**config.mk**
```make
export PLATFORM = sky130hd
export DESIGN_NAME = kpdc_frame
export DESIGN_NICKNAME = d
export VERILOG_FILES = /design/src/rtl/core/kpdc_pkg.sv /design/src/rtl/core/kpdc_frame.sv
export SDC_FILE = /design/constraint.sdc
export NUM_CORES = 1
export LEC_CHECK = 0
export CAP_MARGIN = 20
export CORE_MARGIN = 4
export CORE_UTILIZATION = 55
export CTS_CLUSTER_SIZE = 24
export DETAILED_ROUTE_END_ITERATION = 16
export DONT_BUFFER_PORTS = 1
export PLACE_DENSITY_LB_ADDON = 0.05
export REMOVE_ABC_BUFFERS = 1
export SETUP_SLACK_MARGIN = 0.4
export SLEW_MARGIN = 40
export SYNTH_ARGS = -nofsm -noshare
export SYNTH_HDL_FRONTEND = slang
export SYNTH_SLANG_ARGS = --single-unit
```
**constraint.sdc**
```tcl
create_clock -name i_clk -period 7.5 [get_ports i_clk]
set_clock_uncertainty 0.05 [all_clocks]
set_input_delay 0.375 -clock i_clk [delete_from_list [all_inputs] [get_ports i_clk]]
set_output_delay 0.375 -clock i_clk [all_outputs]
set_load 0.01 [all_outputs]
```
**src/rtl/core/kpdc_pkg.sv**
```systemverilog
// Shared types and constants of the keyed packet decrypt and check block.
// No dependencies; every other file of the block but kpdc_ram imports this package.
`default_nettype none

package kpdc_pkg;

    localparam int TABLE_DEPTH = 512;

    localparam int BYTE_W    = 8;
    localparam int SIZE_W    = 16;
    localparam int TADDR_W   = 9;
    localparam int STATUS_W  = 2;

    localparam logic [SIZE_W-1:0] MIN_SIZE       = 16'd12;
    localparam logic [SIZE_W-1:0] MAX_SIZE_RESET = 16'd8192;

    // Item kinds on the input channel
    localparam logic MODE_TABLE  = 1'b0;
    localparam logic MODE_STREAM = 1'b1;

    // Byte positions of the packet header
    localparam logic [SIZE_W-1:0] POS_SIZE_LO = 16'd0;
    localparam logic [SIZE_W-1:0] POS_SIZE_HI = 16'd1;
    localparam logic [SIZE_W-1:0] POS_KEY_IDX = 16'd2;
    localparam logic [SIZE_W-1:0] POS_CHECK   = 16'd3;

    typedef enum logic [STATUS_W-1:0] {
        ST_OK       = 2'd0,
        ST_CHECKSUM = 2'd1,
        ST_BAD_SIZE = 2'd2
    } t_status;

    typedef struct packed {
        logic [BYTE_W-1:0] out_byte;
        logic              last;
        t_status           status;
        logic [SIZE_W-1:0] packet_size;
    } t_result;

endpackage

`default_nettype wire

```
**src/rtl/core/kpdc_frame.sv**
```systemverilog
// Packet framing, decryption and checksum state for one stream byte per step.
// Also forms the key table read address for the byte that follows.
// Depends on kpdc_pkg.
`default_nettype none

module kpdc_frame import kpdc_pkg::*; #(
    parameter int TABLE_DEPTH = kpdc_pkg::TABLE_DEPTH
) (
    input  wire logic                           i_clk,
    input  wire logic                           i_rst_n,
    input  wire logic                           i_step,
    input  wire logic [BYTE_W-1:0]              i_byte,
    input  wire logic [BYTE_W-1:0]              i_key,
    input  wire logic [SIZE_W-1:0]              i_max_size,
    input  wire logic [BYTE_W-1:0]              i_next_byte,
    output logic      [$clog2(TABLE_DEPTH)-1:0] o_rd_addr,
    output t_result                             o_res
);

    localparam int AW = $clog2(TABLE_DEPTH);

    logic [SIZE_W-1:0] r_count, n_count;
    logic [SIZE_W-1:0] r_size,  n_size;
    logic [BYTE_W-1:0] r_key_pos, n_key_pos;
    logic [BYTE_W-1:0] r_csum, n_csum;
    logic [BYTE_W-1:0] r_psum, n_psum;
    logic [BYTE_W-1:0] r_hdr,  n_hdr;

    logic [BYTE_W-1:0] plain;
    logic [BYTE_W-1:0] chk;
    logic [SIZE_W-1:0] size_full;
    logic              at_end;

    always_comb begin
        // Payload rule rotates on the byte position mod 4
        unique case (r_count[1:0])
            2'd0: plain = i_byte - {i_key[6:0], 1'b0};
            2'd1: plain = i_byte + {3'b000, i_key[7:3]};
            2'd2: plain = i_byte - {i_key[5:0], 2'b00};
            2'd3: plain = i_byte + {5'b00000, i_key[7:5]};
            default: plain = i_byte;
        endcase
    end

    assign size_full = {i_byte, r_size[BYTE_W-1:0]};
    assign at_end    = ({1'b0, r_count} + 17'd1) >= {1'b0, r_size};
    assign chk       = (r_csum + i_byte) - (r_psum + plain);

    always_comb begin
        n_count   = r_count;
        n_size    = r_size;
        n_key_pos = r_key_pos;
        n_csum    = r_csum;
        n_psum    = r_psum;
        n_hdr     = r_hdr;

        o_res.out_byte    = i_byte;
        o_res.last        = 1'b0;
        o_res.status      = ST_OK;
        o_res.packet_size = '0;

        unique case (r_count)
            POS_SIZE_LO: begin
                n_size  = {{(SIZE_W-BYTE_W){1'b0}}, i_byte};
                n_csum  = '0;
                n_psum  = '0;
                n_count = POS_SIZE_HI;
            end
            POS_SIZE_HI: begin
                n_size = size_full;
                if (size_full < MIN_SIZE || size_full > i_max_size) begin
                    n_count           = POS_SIZE_LO;
                    o_res.last        = 1'b1;
                    o_res.status      = ST_BAD_SIZE;
                    o_res.packet_size = size_full;
                end else begin
                    n_count = POS_KEY_IDX;
                end
            end
            POS_KEY_IDX: begin
                // i_key was read at the even entry chosen by this byte
                n_key_pos = i_key;
                n_count   = POS_CHECK;
            end
            POS_CHECK: begin
                n_hdr   = i_byte;
                n_count = r_count + 16'd1;
            end
            default: begin
                o_res.out_byte = plain;
                n_key_pos      = r_key_pos + 8'd1;
                n_csum         = r_csum + i_byte;
                n_psum         = r_psum + plain;
                if (at_end) begin
                    n_count    = POS_SIZE_LO;
                    o_res.last = 1'b1;
                    if (chk != r_hdr) begin
                        o_res.status      = ST_CHECKSUM;
                        o_res.packet_size = r_size;
                    end
                end else begin
                    n_count = r_count + 16'd1;
                end
            end
        endcase

        if (!i_step) begin
            n_count   = r_count;
            n_size    = r_size;
            n_key_pos = r_key_pos;
            n_csum    = r_csum;
            n_psum    = r_psum;
            n_hdr     = r_hdr;
        end
    end

    // Read for the next byte is issued on its accept, from the state this step leaves
    assign o_rd_addr = (n_count == POS_KEY_IDX) ? AW'({i_next_byte, 1'b0})
                                                : AW'({n_key_pos, 1'b1});

    always_ff @(posedge i_clk) begin
        if (!i_rst_n) begin
            r_count   <= '0;
            r_size    <= '0;
            r_key_pos <= '0;
            r_csum    <= '0;
            r_psum    <= '0;
            r_hdr     <= '0;
        end else begin
            r_count   <= n_count;
            r_size    <= n_size;
            r_key_pos <= n_key_pos;
            r_csum    <= n_csum;
            r_psum    <= n_psum;
            r_hdr     <= n_hdr;
        end
    end

endmodule

`default_nettype wire
```
==> impl_metrics.env <==
export IMPL_outcome="finished, final reports clean"
export IMPL_drive_gt1_share_pct=6.14
export IMPL_slew_limit_headroom_pct=53.4
export IMPL_fill_cells=1051
export IMPL_grt_pass1_vias=5545
export IMPL_ys_flop_type="dfxtp_1"
export IMPL_dp_cells=906
export IMPL_required_ns=7.07
export IMPL_mostFrequentLayoutCell="ha_1"
export IMPL_ios=79
export IMPL_vias=5740
export IMPL_synthArstFlopShare_pct=0
export IMPL_endpoint_kind="output pin"
export IMPL_ir_drop_uv=165
export IMPL_die_w_um=115
export IMPL_cts_setup_buffers=0
export IMPL_port_buffer_count=0
export IMPL_fin_crit_ns=6.38
export IMPL_hp_class="in -> reg"
export IMPL_cp_slowest_stage_delay_ns=0.46
export IMPL_cts_inserted_buffers=9
export IMPL_instances_no_fill=922
export IMPL_tritoncts="done"
export IMPL_postSynthCellCount=799
export IMPL_die_area_um2=13300
export IMPL_wl_per_cell_um=19.2
export IMPL_critical_path_max_fanout=13
export IMPL_drt_initial_drc_count=415
export IMPL_path_delay_family="adder cells"
export IMPL_cts_hold_buffers=0
export IMPL_pwr_density_cell_nw_per_um2=222
export IMPL_synth_edff_count=0
export IMPL_hold_viol_final=0
export IMPL_finalCritPeriodShare_pct=85.1
export IMPL_syn_area_um2=6310
export IMPL_synth_seq_area_share_pct=20.3
export IMPL_grt_overflow_total=0
export IMPL_area_growth_syn_to_layout_pct=5.43
export IMPL_tns_ns=0
export IMPL_crit_path_cell_trace="ha_1 > o21ai_0 > ha_1 > fa_1 > a221oi_1 > a21o_1 > inv_1 > ha_1 > a21o_1 > a21oi_1 > nor2b_1 > o21ai_0 > nand2b_1 > xnor2_1 > ha_1 > nor3_1 > nor2_1 > o41ai_1 > xnor2_1 > xor2_1 > xnor3_1 > or3_1 > and3_1"
export IMPL_grt_pass1_wl_um=28700
export IMPL_route_detailed_drc=0
export IMPL_setup_viol=0
export IMPL_dp_hpwl_um=13300
export IMPL_synth_xor_area_share_pct=8.27
export IMPL_fin_nets=902
export IMPL_synth_compound_area_share_pct=20.4
export IMPL_rsz0062_at_grt="no"
export IMPL_clock_sinks=64
export IMPL_max_slew_worst_pin_slew_ns=0.682
export IMPL_power_leakage_nw=2.87
export IMPL_finalMaxSlewViolations=0
export IMPL_cp_arrival_ns=5.95
export IMPL_dieHeight_um=115
export IMPL_insertion_delay_ns=0.35
export IMPL_rows=38
export IMPL_synth_top_family_by_area="simple AND/OR/NAND/NOR gates"
export IMPL_pre_cts_ws_ns=1.57
export IMPL_htree_levels=3
export IMPL_final_cell_mix="ha_1 (76), inv_1 (64), dfxtp_1 (64)"
export IMPL_synthMuxAreaShare_pct=5.25
export IMPL_gp_congestion=0.942
export IMPL_start_util_pct=57.2
export IMPL_path_clk_slew_ns=0.06
export IMPL_ys_ff_latch=64
export IMPL_maxCapViolations=0
export IMPL_synthSimpleGateAreaFrac_pct=22.7
export IMPL_syn_avg_cell_area_um2=7.90
export IMPL_path_buf_inv=1
export IMPL_grt_max_degree=65
export IMPL_cp_common_cell="ha_1"
export IMPL_ys_warn_count=0
export IMPL_timing_critical_path_from_type="flip-flop"
export IMPL_diodes=0
export IMPL_cts_root_buf="clkbuf_16"
export IMPL_drt_wl_total_um=17700
export IMPL_post_cts_resized=0
export IMPL_ant_nets=0
export IMPL_drtPass1Iterations=5
export IMPL_synth_fa_ha_area_share_pct=17.0
export IMPL_fmax_ghz=0.157
export IMPL_grt_total_usage_pct=27.5
export IMPL_antenna_found_initial=0
export IMPL_crit_type="reg -> out"
export IMPL_fin_ws_ns=1.12
export IMPL_synth_distinct_cells=66
export IMPL_slowest_stage="or3_1"
export IMPL_coreArea_um2=11000
export IMPL_cts_buffer_depth=2
export IMPL_viasPerCell=6.23
-- sequential cells by signal (all words and copies together) (netlist names) --
register,count
r_count,16
r_size,16
r_csum,8
r_hdr,8
r_key_pos,8
r_psum,8
-- layout make-up --
type,instances,area (um2),area share (%)
multi-input cells,636,4660,70.0
flip-flops and latches,64,1280,19.3
inverters,65,244,3.67
clock buffers,10,229,3.44
well taps,140,175,2.63
clock inverters,6,60.1,0.902
repair buffers,1,7.51,0.113
-- cells in the mapped netlist (4+ instances only) --
cell,count,area [um2]
o31a_1,4,35.0
a21oi_1,47,235
nand2_1,57,214
nor3b_1,6,45.0
nor2b_1,53,332
nor4_1,8,50.1
a21o_1,15,113
xnor2_1,35,307
fa_1,6,120
or3_1,4,25.0
clkbuf_1,26,97.6
xor2_1,22,193
and2_1,14,87.6
inv_1,65,244
nand2b_1,7,43.8
a211oi_1,6,45.0
a22oi_1,14,105
o22ai_1,6,37.5
o21ai_0,55,275
a21boi_0,8,60.1
nand3_1,22,110
mux2i_1,14,140
nand4_1,10,62.6
nor2_1,40,150
dfxtp_1,64,1280
and3_1,16,100
nor3_1,17,85.1
mux2_2,17,191
a221oi_1,5,43.8
ha_1,76,951
-- per-layer routing --
metal	vias up	part of all wire [%]	GRT usage, %
met2	212	45	43.6
met4	0	2.3	9.86
met5	-	0	0
li1	2798	-	-
met1	2691	47	37.6
met3	39	6.6	4.47
-- power by group --
group          switching [W]  internal (W)
Combinational       0.000387      0.000286
Sequential         0.0000188      0.000360
Clock               0.000169      0.000256
Total               0.000574      0.000902
-- worst paths after layout --
check / from / cells after the start / slack (ns) / endpoint
worst max-delay path: r_count[0]$_SDFF_PN0_ / 23 / 1.12 / o_res[3]
worst min register to register: r_csum[2]$_SDFFE_PN0P_ / 2 / 0.42 / r_csum[2]$_SDFFE_PN0P_
worst max register to register: r_count[0]$_SDFF_PN0_ / 19 / 3.02 / r_psum[7]$_SDFFE_PN0P_
worst min-delay path: i_rst_n / 1 / 0.11 / r_size[12]$_SDFFE_PN0P_
-- stage by stage --
step                hold WS [ns]  instance area (um2)  power, W  util [%]
detailed placement         0.412                 6350   0.00105      57.6
global route               0.110                 6660   0.00158      60.3
floorplan                  0.395                 6170  0.000909         -
CTS                       0.0950                 6640   0.00147      60.2
global placement           0.403                 6350   0.00103      57.6
finish                     0.114                 6660   0.00148      60.3
-- logic make-up after synthesis --
| logic type | Yosys count |
|---|---|
| simple gates | 267 |
| fa+ha+maj | 82 |
| mux | 31 |
| xor+xnor | 58 |
| buf+inv | 99 |
| flops | 64 |
| compound gates | 198 |
Power figures use the tool's default switching activity.
